### src/rtl/dkws_pkg.sv
// Package for the dual key window search block: widths, register indexes and the
// structs that pass between the window and the top level.
// No dependencies; the files that use it refer to it by scoped names.
package dkws_pkg;

	// Default key length in bytes.
	localparam int KEY_BYTES_DEF = 32;

	// Each key is held in four 64-bit configuration words.
	localparam int KEY_WORDS  = 4;
	localparam int KEY_WORD_W = 64;

	// The register index port is one bit wider than the register list needs,
	// so that writes beyond the list can arrive and be dropped.
	localparam int CFG_INDEX_W = 4;

	// Payload byte width.
	localparam int BYTE_W = 8;

	// Register index of the first word of each key.
	localparam logic [CFG_INDEX_W-1:0] KEY_A_WORD0 = 4'd0;
	localparam logic [CFG_INDEX_W-1:0] KEY_B_WORD0 = 4'd4;
	localparam logic [CFG_INDEX_W-1:0] CFG_END     = 4'd8;

	// One payload byte handed to the window, with its advance strobe.
	typedef struct packed {
		logic              advance;
		logic [BYTE_W-1:0] data_byte;
		logic              end_of_packet;
	} step_t;

	// Match flags for the packet so far, including the byte being stepped.
	typedef struct packed {
		logic found_key_a;
		logic found_key_b;
	} match_t;

endpackage

### src/rtl/dkws_pkt_if.sv
// Byte stream channel: one payload byte and its last-byte flag per transaction.
// Uses dkws_pkg for the byte width.
interface dkws_pkt_if;
	logic                          valid;
	logic                          ready;
	logic [dkws_pkg::BYTE_W-1:0]   data_byte;
	logic                          end_of_packet;

	modport source (output valid, output data_byte, output end_of_packet, input ready);
	modport sink   (input valid, input data_byte, input end_of_packet, output ready);
endinterface

### src/rtl/dkws_res_if.sv
// Result channel: one transaction per packet with the two found flags.
// No dependencies.
interface dkws_res_if;
	logic valid;
	logic ready;
	logic found_key_a;
	logic found_key_b;

	modport source (output valid, output found_key_a, output found_key_b, input ready);
	modport sink   (input valid, input found_key_a, input found_key_b, output ready);
endinterface

### src/rtl/dkws_key_regs.sv
// Key configuration registers: eight 64-bit words, four per key.
// Depends on dkws_pkg for the register indexes and word sizes.
module dkws_key_regs #(
	parameter int KEY_BYTES = dkws_pkg::KEY_BYTES_DEF
) (
	input  logic                                 clk,
	input  logic                                 arst_n,
	input  logic                                 cfg_wr_en,
	input  logic [dkws_pkg::CFG_INDEX_W-1:0]     cfg_index,
	input  logic [dkws_pkg::KEY_WORD_W-1:0]      cfg_wdata,
	output logic [KEY_BYTES*dkws_pkg::BYTE_W-1:0] key_a,
	output logic [KEY_BYTES*dkws_pkg::BYTE_W-1:0] key_b
);

	localparam int WSEL_W = $clog2(dkws_pkg::KEY_WORDS);
	localparam int FLAT_W = dkws_pkg::KEY_WORDS * dkws_pkg::KEY_WORD_W;

	logic [dkws_pkg::KEY_WORDS-1:0][dkws_pkg::KEY_WORD_W-1:0] key_a_q;
	logic [dkws_pkg::KEY_WORDS-1:0][dkws_pkg::KEY_WORD_W-1:0] key_b_q;
	logic [FLAT_W-1:0] key_a_flat;
	logic [FLAT_W-1:0] key_b_flat;
	logic [WSEL_W-1:0] word_sel;
	logic              hit_a;
	logic              hit_b;

	// Decode the register index into a key and a word within it.
	assign hit_a    = cfg_wr_en && (cfg_index < dkws_pkg::KEY_B_WORD0);
	assign hit_b    = cfg_wr_en && (cfg_index >= dkws_pkg::KEY_B_WORD0)
	                  && (cfg_index < dkws_pkg::CFG_END);
	assign word_sel = cfg_index[WSEL_W-1:0];

	// Register writes; indexes beyond the list are dropped.
	always_ff @(posedge clk or negedge arst_n) begin
		if (!arst_n) begin
			key_a_q <= '0;
			key_b_q <= '0;
		end else begin
			if (hit_a) begin
				key_a_q[word_sel] <= cfg_wdata;
			end
			if (hit_b) begin
				key_b_q[word_sel] <= cfg_wdata;
			end
		end
	end

	// Word 0 sits lowest, so key byte j lands in bits 8j+7..8j.
	assign key_a_flat = key_a_q;
	assign key_b_flat = key_b_q;
	assign key_a      = key_a_flat[KEY_BYTES*dkws_pkg::BYTE_W-1:0];
	assign key_b      = key_b_flat[KEY_BYTES*dkws_pkg::BYTE_W-1:0];

endmodule

### src/rtl/dkws_window.sv
// Sliding byte window with fill count and sticky match flags for both keys.
// Depends on dkws_pkg for the step and match structs.
module dkws_window #(
	parameter int KEY_BYTES = dkws_pkg::KEY_BYTES_DEF
) (
	input  logic                                  clk,
	input  logic                                  arst_n,
	input  dkws_pkg::step_t                       step,
	input  logic [KEY_BYTES*dkws_pkg::BYTE_W-1:0] key_a,
	input  logic [KEY_BYTES*dkws_pkg::BYTE_W-1:0] key_b,
	output dkws_pkg::match_t                      match
);

	localparam int WIN_DEPTH = KEY_BYTES - 1;
	localparam int CNT_W     = $clog2(KEY_BYTES);
	localparam logic [CNT_W-1:0] CNT_FULL = CNT_W'(WIN_DEPTH);

	logic [WIN_DEPTH-1:0][dkws_pkg::BYTE_W-1:0] window_q;
	logic [KEY_BYTES-1:0][dkws_pkg::BYTE_W-1:0] win_full;
	logic [CNT_W-1:0] count_q;
	logic             seen_a_q;
	logic             seen_b_q;
	logic             full;
	logic             hit_a;
	logic             hit_b;

	// The stored bytes, oldest at index 0, plus the incoming byte on top.
	assign win_full = {step.data_byte, window_q};
	assign full     = (count_q == CNT_FULL);
	assign hit_a    = full && (win_full == key_a);
	assign hit_b    = full && (win_full == key_b);

	// Flags for the packet up to and including the incoming byte.
	assign match.found_key_a = seen_a_q || hit_a;
	assign match.found_key_b = seen_b_q || hit_b;

	// Byte shift line; its contents are ignored until the count fills again.
	always_ff @(posedge clk) begin
		if (step.advance) begin
			window_q <= {step.data_byte, window_q[WIN_DEPTH-1:1]};
		end
	end

	// Fill count and sticky flags; the last byte of a packet clears them.
	always_ff @(posedge clk or negedge arst_n) begin
		if (!arst_n) begin
			count_q  <= '0;
			seen_a_q <= 1'b0;
			seen_b_q <= 1'b0;
		end else if (step.advance) begin
			if (step.end_of_packet) begin
				count_q  <= '0;
				seen_a_q <= 1'b0;
				seen_b_q <= 1'b0;
			end else begin
				if (!full) begin
					count_q <= count_q + 1'b1;
				end
				seen_a_q <= match.found_key_a;
				seen_b_q <= match.found_key_b;
			end
		end
	end

endmodule

### src/rtl/dual_key_window_search.sv
// Top level of the dual key window search: input register, window, result register.
// Depends on dkws_pkg, dkws_pkt_if, dkws_res_if, dkws_key_regs and dkws_window.
//
// The block takes one payload byte per clock cycle, save for the stall
// below, and searches every KEY_BYTES-byte window of the packet for two
// keys written through the configuration port (key A at indexes 0 to 3,
// key B at 4 to 7, earliest byte in the low bits of word 0). Each accepted
// byte is held in the input register and compared with both keys there,
// and the last byte's flags are then loaded into the result register,
// which offers the result of the packet. Bytes flow at one per cycle; the
// input stalls only when a last byte finds the result register still
// holding an earlier packet's result that the sink has not taken. Packets
// shorter than KEY_BYTES bytes report both keys as not found. Write the
// keys only while no packet is in flight.
module dual_key_window_search #(
	parameter int KEY_BYTES = dkws_pkg::KEY_BYTES_DEF
) (
	input  logic                              clk,
	input  logic                              arst_n,
	input  logic                              cfg_wr_en,
	input  logic [dkws_pkg::CFG_INDEX_W-1:0]  cfg_index,
	input  logic [dkws_pkg::KEY_WORD_W-1:0]   cfg_wdata,
	dkws_pkt_if.sink                          pkt,
	dkws_res_if.source                        res
);

	logic [KEY_BYTES*dkws_pkg::BYTE_W-1:0] key_a;
	logic [KEY_BYTES*dkws_pkg::BYTE_W-1:0] key_b;
	logic                                  valid_s1;
	logic [dkws_pkg::BYTE_W-1:0]           data_s1;
	logic                                  eop_s1;
	logic                                  adv_s1;
	logic                                  pkt_fire;
	logic                                  res_valid_q;
	dkws_pkg::match_t                      res_q;
	dkws_pkg::step_t                       step;
	dkws_pkg::match_t                      match;

	// Key registers.
	dkws_key_regs #(
		.KEY_BYTES (KEY_BYTES)
	) u_key_regs (
		.clk       (clk),
		.arst_n    (arst_n),
		.cfg_wr_en (cfg_wr_en),
		.cfg_index (cfg_index),
		.cfg_wdata (cfg_wdata),
		.key_a     (key_a),
		.key_b     (key_b)
	);

	// The byte in the input register moves on unless it is a last byte and
	// the result register cannot take its result this cycle.
	assign adv_s1   = valid_s1 && (!eop_s1 || !res_valid_q || res.ready);
	assign pkt.ready = !valid_s1 || adv_s1;
	assign pkt_fire = pkt.valid && pkt.ready;

	// Input register.
	always_ff @(posedge clk or negedge arst_n) begin
		if (!arst_n) begin
			valid_s1 <= 1'b0;
		end else if (pkt.ready) begin
			valid_s1 <= pkt.valid;
		end
	end

	always_ff @(posedge clk) begin
		if (pkt_fire) begin
			data_s1 <= pkt.data_byte;
			eop_s1  <= pkt.end_of_packet;
		end
	end

	// Window and compare.
	assign step.advance       = adv_s1;
	assign step.data_byte     = data_s1;
	assign step.end_of_packet = eop_s1;

	dkws_window #(
		.KEY_BYTES (KEY_BYTES)
	) u_window (
		.clk    (clk),
		.arst_n (arst_n),
		.step   (step),
		.key_a  (key_a),
		.key_b  (key_b),
		.match  (match)
	);

	// Result register, loaded by the last byte of each packet.
	always_ff @(posedge clk or negedge arst_n) begin
		if (!arst_n) begin
			res_valid_q <= 1'b0;
		end else if (adv_s1 && eop_s1) begin
			res_valid_q <= 1'b1;
		end else if (res.ready) begin
			res_valid_q <= 1'b0;
		end
	end

	always_ff @(posedge clk) begin
		if (adv_s1 && eop_s1) begin
			res_q <= match;
		end
	end

	assign res.valid       = res_valid_q;
	assign res.found_key_a = res_q.found_key_a;
	assign res.found_key_b = res_q.found_key_b;

	// A result appears only after a last byte left the input register.
	a_result_from_last_byte : assert property (@(posedge clk) disable iff (!arst_n)
		$rose(res_valid_q) |-> $past(adv_s1 && eop_s1))
		else $error("result raised without a last byte");

	// With the result register empty the input never stalls.
	a_no_stall_when_empty : assert property (@(posedge clk) disable iff (!arst_n)
		!res_valid_q |-> pkt.ready)
		else $error("input stalled while result register empty");

	// A byte held back in the input register is kept unchanged.
	a_s1_holds : assert property (@(posedge clk) disable iff (!arst_n)
		(valid_s1 && !adv_s1) |=> (valid_s1 && $stable(data_s1) && $stable(eop_s1)))
		else $error("held input byte lost or changed");

endmodule
### src/flat_wrapper.sv
// flat-port wrapper written by rule: the top's interface ports become plain ports
module dual_key_window_search_flat 
#(
	parameter int KEY_BYTES = dkws_pkg::KEY_BYTES_DEF
)
  (clk, arst_n, cfg_wr_en, cfg_index, cfg_wdata, pkt_valid, pkt_data_byte, pkt_end_of_packet, pkt_ready, res_valid, res_found_key_a, res_found_key_b, res_ready);
  dkws_pkt_if pkt_i ();
  dkws_res_if res_i ();
  input  logic clk;
  input  logic arst_n;
  input  logic cfg_wr_en;
  input  logic [dkws_pkg::CFG_INDEX_W-1:0] cfg_index;
  input  logic [dkws_pkg::KEY_WORD_W-1:0] cfg_wdata;
  input wire logic [$bits(pkt_i.valid)-1:0] pkt_valid;
  input wire logic [$bits(pkt_i.data_byte)-1:0] pkt_data_byte;
  input wire logic [$bits(pkt_i.end_of_packet)-1:0] pkt_end_of_packet;
  output wire logic [$bits(pkt_i.ready)-1:0] pkt_ready;
  output wire logic [$bits(res_i.valid)-1:0] res_valid;
  output wire logic [$bits(res_i.found_key_a)-1:0] res_found_key_a;
  output wire logic [$bits(res_i.found_key_b)-1:0] res_found_key_b;
  input wire logic [$bits(res_i.ready)-1:0] res_ready;
  assign pkt_i.valid = pkt_valid;
  assign pkt_i.data_byte = pkt_data_byte;
  assign pkt_i.end_of_packet = pkt_end_of_packet;
  assign pkt_ready = pkt_i.ready;
  assign res_valid = res_i.valid;
  assign res_found_key_a = res_i.found_key_a;
  assign res_found_key_b = res_i.found_key_b;
  assign res_i.ready = res_ready;
  dual_key_window_search #(.KEY_BYTES(KEY_BYTES)) u_core (.clk(clk), .arst_n(arst_n), .cfg_wr_en(cfg_wr_en), .cfg_index(cfg_index), .cfg_wdata(cfg_wdata), .pkt(pkt_i), .res(res_i));
endmodule
### config.mk
export PLATFORM = sky130hd
export DESIGN_NAME = dual_key_window_search_flat
export DESIGN_NICKNAME = d
export VERILOG_FILES = /design/src/rtl/dkws_pkg.sv /design/src/rtl/dkws_pkt_if.sv /design/src/rtl/dkws_res_if.sv /design/src/rtl/dkws_key_regs.sv /design/src/rtl/dkws_window.sv /design/src/rtl/dual_key_window_search.sv /design/src/flat_wrapper.sv
export SDC_FILE = /design/constraint.sdc
export NUM_CORES = 1
export LEC_CHECK = 0
export BUFFER_PORTS_ARGS = -buffer_cell sky130_fd_sc_hd__buf_4
export CAP_MARGIN = 5
export CORE_ASPECT_RATIO = 2
export CORE_UTILIZATION = 45
export DETAILED_ROUTE_END_ITERATION = 16
export HOLD_SLACK_MARGIN = 0.12
export PLACE_DENSITY_LB_ADDON = 0.25
export SYNTH_ARGS = -nofsm -noshare
export SYNTH_HDL_FRONTEND = slang
export SYNTH_SLANG_ARGS = --single-unit
### constraint.sdc
create_clock -name clk -period 7.7 [get_ports clk]
set_clock_uncertainty 0.1 [all_clocks]
set_input_delay 0.77 -clock clk [delete_from_list [all_inputs] [get_ports clk]]
set_output_delay 0.77 -clock clk [all_outputs]
set_load 0.02 [all_outputs]
; ---- Word level (Yosys, flattened, before mapping)
; Index checks and enable logic that the tools add are counted.
[op_classes]
order_cmp = 5
reduce_logical = 19
eq_ne = 4
n_mux = 10
n_addsub = 1
[ops]
columns = op, n
row1 = bitwise mux 256 bit, 2
row2 = == test 256 bit, 2
row3 = demux 64 bit (select 2 bit), 1
row4 = two-way mux 64 bit, 1
row5 = two-way mux 5 bit, 2
row6 = logical AND 1 bit, 9
row7 = "adder 5 x 1 -> 5 bit, second input constant", 1
row8 = "== test 5 bit, second input constant", 1
row9 = logical OR 1 bit, 5
row10 = "greater-or-equal comparator 4 x 3 -> 1 bit, second input constant", 1
row11 = "< comparator 4 x 3 -> 1 bit, second input constant", 1
row12 = "< comparator 4 bit, second input constant", 1
row13 = two-way mux 1 bit, 4
row14 = logical NOT 1 bit, 3
row15 = "< comparator 2 x 3 -> 1 bit, second input constant", 1
row16 = "greater-or-equal comparator 2 x 1 -> 1 bit, second input constant", 1
row17 = "inequality test 2 x 1 -> 1 bit, second input constant", 1
row18 = AND reduction 2 bit, 1
row19 = nonzero test 2 bit, 1
[totals]
out_inout_bits = 4
reg_bits = 780
inputBits = 82
word_cells = 87

; ---- Logic depth before layout (Yosys ltp)
[logic_depth]
depth_word = 6
ltp_mapped = 10
mapped_depth_nobuf = 9

; ---- Modules after synthesis
; Synthesis repeated with hierarchy kept, for this count alone.
[unflattened]
hier_cells = 2310
area_unflattened_um2 = 34206.6
[modules_own_cells]
columns = module, seq_area_each_um2, instances, cells_per_inst, area_each_um2
row1 = dkws_key_regs, 12812.3, 1, 1090, 19573.8
row2 = dkws_window, 7622.3, 1, 1199, 14181.1
row3 = dual_key_window_search, 380.4, 1, 21, 451.7

; ---- Worst setup path after synthesis
; Ideal clock, no wire load.
[synth_path]
kind = input to register
from = input res_ready
to = register u_core.res_q (netlist bit u_core.res.found_key_a), enable pin
required_time_ns = 7.283
setup_slack_ns = 0.696
stages = 5
setup_time_ns = 0.317
n_path_buf = 0
t_arrival_ns = 6.587
path_cell_list = nand3b_1 > nand2_1 > inv_1 > nand2_1 > inv_1
[synth_via]
elab_chain_cells = 3
[synth_lines]
columns = item, line
row1 = start: declaration, flat_wrapper.sv:21  ; input wire logic [$bits(res_i.ready)-1:0] res_ready;
row2 = logical OR 1 bit, dual_key_window_search.sv:54  ; assign adv_s1 = valid_s1 && (!eop_s1 || !res_valid_q || res.ready);
row3 = logical AND 1 bit, dual_key_window_search.sv:54
row4 = via u_core.adv_s1, dual_key_window_search.sv:32  ; logic adv_s1;
row5 = logical AND 1 bit, dual_key_window_search.sv:102  ; if (adv_s1 && eop_s1) begin
row6 = end signal: assignment, dual_key_window_search.sv:103  ; res_q <= match;
row7 = end: declaration, dual_key_window_search.sv:35  ; dkws_pkg::match_t res_q;
; The timed path passes the listed nets, and every way through them passes these cells.
; A chain may end at the register's enable or synchronous reset.

; ---- Final worst setup path
[layout_path]
from = register u_core.u_window.window_q (netlist bit u_core.u_window.win_full[155])
to = register u_core.u_window.seen_a_q
[layout_via]
elab_chain_cells = 4
[layout_lines]
columns = item, line
row1 = start: declaration, dkws_window.sv:18  ; logic [WIN_DEPTH-1:0][dkws_pkg::BYTE_W-1:0] window_q;
row2 = start signal: assignment, dkws_window.sv:40  ; window_q <= {step.data_byte, window_q[WIN_DEPTH-1:1]};
row3 = == test 256 bit, dkws_window.sv:30  ; assign hit_a = full && (win_full == key_a);
row4 = logical AND 1 bit, dkws_window.sv:30
row5 = logical OR 1 bit, dkws_window.sv:34  ; assign match.found_key_a = seen_a_q || hit_a;
row6 = two-way mux 1 bit, dkws_window.sv:51  ; if (step.end_of_packet) begin
row7 = end signal: assignment, dkws_window.sv:59  ; seen_a_q <= match.found_key_a;
row8 = end: declaration, dkws_window.sv:21  ; logic seen_a_q;
; Every way passes these cells.

==> results.toml <==
[outcome]
status = "complete, no violations"

[place]
dpl.hpwl_um = 110000
gp_congestion = 1.03
portBuffers = 85

[routing]
first_iter_violations = 2227
routed_wl_um = 148000
wl_per_cell_um = 42.7
vias = 21997
detail_route.vias_per_cell = 6.34
antenna_left = 0
drtPass1Iterations = 5
drc = 0

[worst_setup_path]
cp-end-kind = "flip-flop"
worstPathRequired_ns = 8.19
cp_slowest_cell = "a2111oi_2"
critical_path_class = "flip-flop to flip-flop"
worstSetupEndpoint = "u_core.u_window.seen_a_q$_DFFE_PN0P_"
r2r_start = "u_core.u_window.win_full[155]$_DFFE_PP_"
cp-startpoint = "u_core.u_window.win_full[155]$_DFFE_PP_"
cp_common_cell = "nand4_1"
cpPeakStageDelay_ns = 1.06
r2r_slack_ns = 3.24
start_kind = "flip-flop"
cp.arrival_ns = 4.95
rr_endpoint = "u_core.u_window.seen_a_q$_DFFE_PN0P_"
r2r_cells = 7
crit_fanout = 4
crit_chain = "nand2b_1 -> o2111ai_1 -> a2111oi_2 -> nand4_1 -> nor4_1 -> nand4_1 -> a21oi_1"

[grt]
grt_pass1_wl_um = 198000
overflow = 0
first_global_vias = 22364
grt.total_usage = 0.398
grt_antenna_before_repair = 16
grt_max_degree = 162

[timing]
setup_tns_ns = 0
rsz0062_at_grt = "false"
drv_slew = 0
hold_viol = 0
fmax_mhz = 224
slew_headroom = 0.161
tightest_slew_ns = 1.26
setup_viol = 0
whs_ns = 0.159
layout_min_cycle_time_ns = 4.46
finalCritPeriodShare = 0.580

[power]
p_per_area_nw_per_um2 = 314
ir_drop_mv = 0.184
p_total_mw = 11.9
leakage_nw = 15.5

[floorplanning]
ios = 86
dieArea_um2 = 75600
core_um2 = 73700
dieHeight_um = 388
rows = 141
die_x_um = 195
initial_utilization = 0.454

[clocking]
clkLatencyLatePin_ns = 0.68
cts_buffer_depth = 3
cts_tree = "done"
htree_levels = 3
cts_buffers = 74
cts_resized = 0
clk_pin_slew_ns = 0.07
root_buffer = "clkbuf_16"
clock_sinks = 780

[logic_synthesis]
ys.flop_type = "dfrtp_1"
postSynthCellCount = 2338
syn_area_um2 = 33500
yosysWarnings = 0
synth_nets = 2422
synth_cell_types = 44
syn-mean-instance-area_um2 = 14.3
synthTopCellsByCount = "dfrtp_1 (521), mux2_1 (360), edfxtp_1 (259)"
synth-edff-count = 259
yosysSeqAreaShare = 0.621
ys_seq_elements = 780
yosysTopAreaCell = "dfrtp_1"
yosysMostFrequentCell = "dfrtp_1"
synth_top_area_frac = 0.389
ys_async_sr_fraction = 0.668
synthTopCellsByArea = "dfrtp_1 (39%), edfxtp_1 (23%), mux2_1 (12%)"

[finish]
utilization = 0.515
nets = 2558
areaGrowthSynthToFinish_pct = 13.3
layout-drive-gt1-share = 0.150

[flow_run]
maxCapViolCount = 0

[worst_hold_path]
hold_class = "primary input to flip-flop"
hold_depth = 1
==> power breakdown <==
| group | internal (mW) | leakage [nW] | switching, mW |
|---|---|---|---|
| combinational | 0.880 | 5.29 | 1.27 |
| clock | 2.19 | 1.25 | 1.73 |
| sequential | 5.08 | 8.92 | 0.775 |
==> timing repair <==
item,CTS,global route
setup endpoints to repair,0,0
endpoints found under the hold margin,20,0
hold buffers,1,0
setup buffers,0,0
==> layout by cell type (no fill, tap or decap), types with 4 or more instances in the layout <==
| cell | Yosys | routed |
|---|---|---|
| a2111oi_0 | 7 | 6 |
| clkbuf_8 | 0 | 12 |
| a2111o_1 | 19 | 19 |
| nand2b_1 | 117 | 116 |
| clkinv_1 | 3 | 11 |
| xnor2_1 | 191 | 191 |
| nor4_1 | 63 | 60 |
| xor2_1 | 113 | 113 |
| nand4_1 | 64 | 64 |
| nor4_2 | 1 | 4 |
| mux2_2 | 130 | 130 |
| a22o_1 | 13 | 13 |
| nor3_1 | 6 | 6 |
| nor2_1 | 11 | 10 |
| edfxtp_1 | 259 | 259 |
| nor2b_1 | 62 | 61 |
| bufinv_16 | 0 | 6 |
| clkinv_2 | 0 | 11 |
| nand3b_1 | 4 | 4 |
| a2111oi_2 | 4 | 4 |
| o221ai_1 | 4 | 4 |
| o21ai_0 | 24 | 24 |
| clkbuf_16 | 0 | 78 |
| o22ai_1 | 40 | 40 |
| buf_4 | 0 | 112 |
| o2111ai_1 | 38 | 38 |
| o2bb2ai_1 | 8 | 8 |
| mux2_1 | 360 | 360 |
| o21ai_1 | 7 | 7 |
| dfrtp_1 | 521 | 521 |
| inv_1 | 124 | 123 |
| nand2_1 | 39 | 38 |
| inv_2 | 5 | 5 |
| clkbuf_1 | 44 | 14 |
| a21oi_1 | 7 | 7 |
| nand3_1 | 6 | 6 |
| a221oi_1 | 12 | 12 |
==> kinds of logic (layout without fill, tap and decap cells) <==
logic type	after synthesis	in the layout	share of synthesized area
DFF	780	780	0.621
muxes	490	490	0.165
and+or+nand+nor	384	384	0.0682
xor gates and xnor gates	304	304	0.0794
AOI/OAI and AO/OA	189	189	0.0444
buffers and inverters	189	386	0.0216
adders and majority gates	2	2	0.000747
other	0	3	0
==> final cells by class <==
class,instances,area [µm²]
Antenna cell,3,7.51
Clock buffer,104,2170
Clock inverter,33,358
Fill cell,6351,35800
Inverter,132,503
Multi-Input combinational cell,1369,12000
Sequential cell,780,20800
Tap cell,929,1160
Timing Repair Buffer,117,926
==> critical path, delay by kind of cell (launching register included) <==
kind	cells	cell delay, ns
and+or+nand+nor	4	2.23
AOI/OAI and AO/OA	3	1.53
DFF	1	0.49
==> stage by stage <==
stage | worst slack, ns | cells | instance area, µm²
after floorplan | 0.696 | 2338 | 33500
after global placement | 3.69 | 3326 | 35400
after detailed placement | 3.68 | 3326 | 35400
after CTS | 3.67 | 3464 | 38000
after global routing | 3.34 | 3464 | 38000
final | 3.24 | 3467 | 38000
==> worst min-delay path by stage <==
stage                                                       start                                      end  slack (ns)
after floorplan                       u_core.data_s1[5]$_DFFE_PP_  u_core.u_window.win_full[245]$_DFFE_PP_        0.33
after global placement    u_core.u_window.win_full[105]$_DFFE_PP_   u_core.u_window.win_full[97]$_DFFE_PP_        0.34
after detailed placement   u_core.u_window.win_full[13]$_DFFE_PP_    u_core.u_window.win_full[5]$_DFFE_PP_        0.34
after CTS                                        pkt_data_byte[7]              u_core.data_s1[7]$_DFFE_PP_        0.14
after global routing                             pkt_data_byte[3]              u_core.data_s1[3]$_DFFE_PP_        0.14
final                                            pkt_data_byte[2]              u_core.data_s1[2]$_DFFE_PP_        0.16
==> state kept, by name (all words and copies together) (netlist names) <==
name                      cells
u_core.data_s1                8
u_core.eop_s1                 1
u_core.res.found_key_a        1
u_core.res.found_key_b        1
u_core.res.valid              1
u_core.u_key_regs.key_a     256
u_core.u_key_regs.key_b     256
u_core.u_window.count_q       5
u_core.u_window.seen_a_q      1
u_core.u_window.seen_b_q      1
u_core.u_window.win_full    248
u_core.valid_s1               1
==> metal layers <==
layer  track usage  wire [µm]
met1         0.463      53000
met2         0.632      69300
met3        0.0794      10700
met4         0.333      15000
met5             0         85
Note: power is estimated with default switching activity, not from simulation.
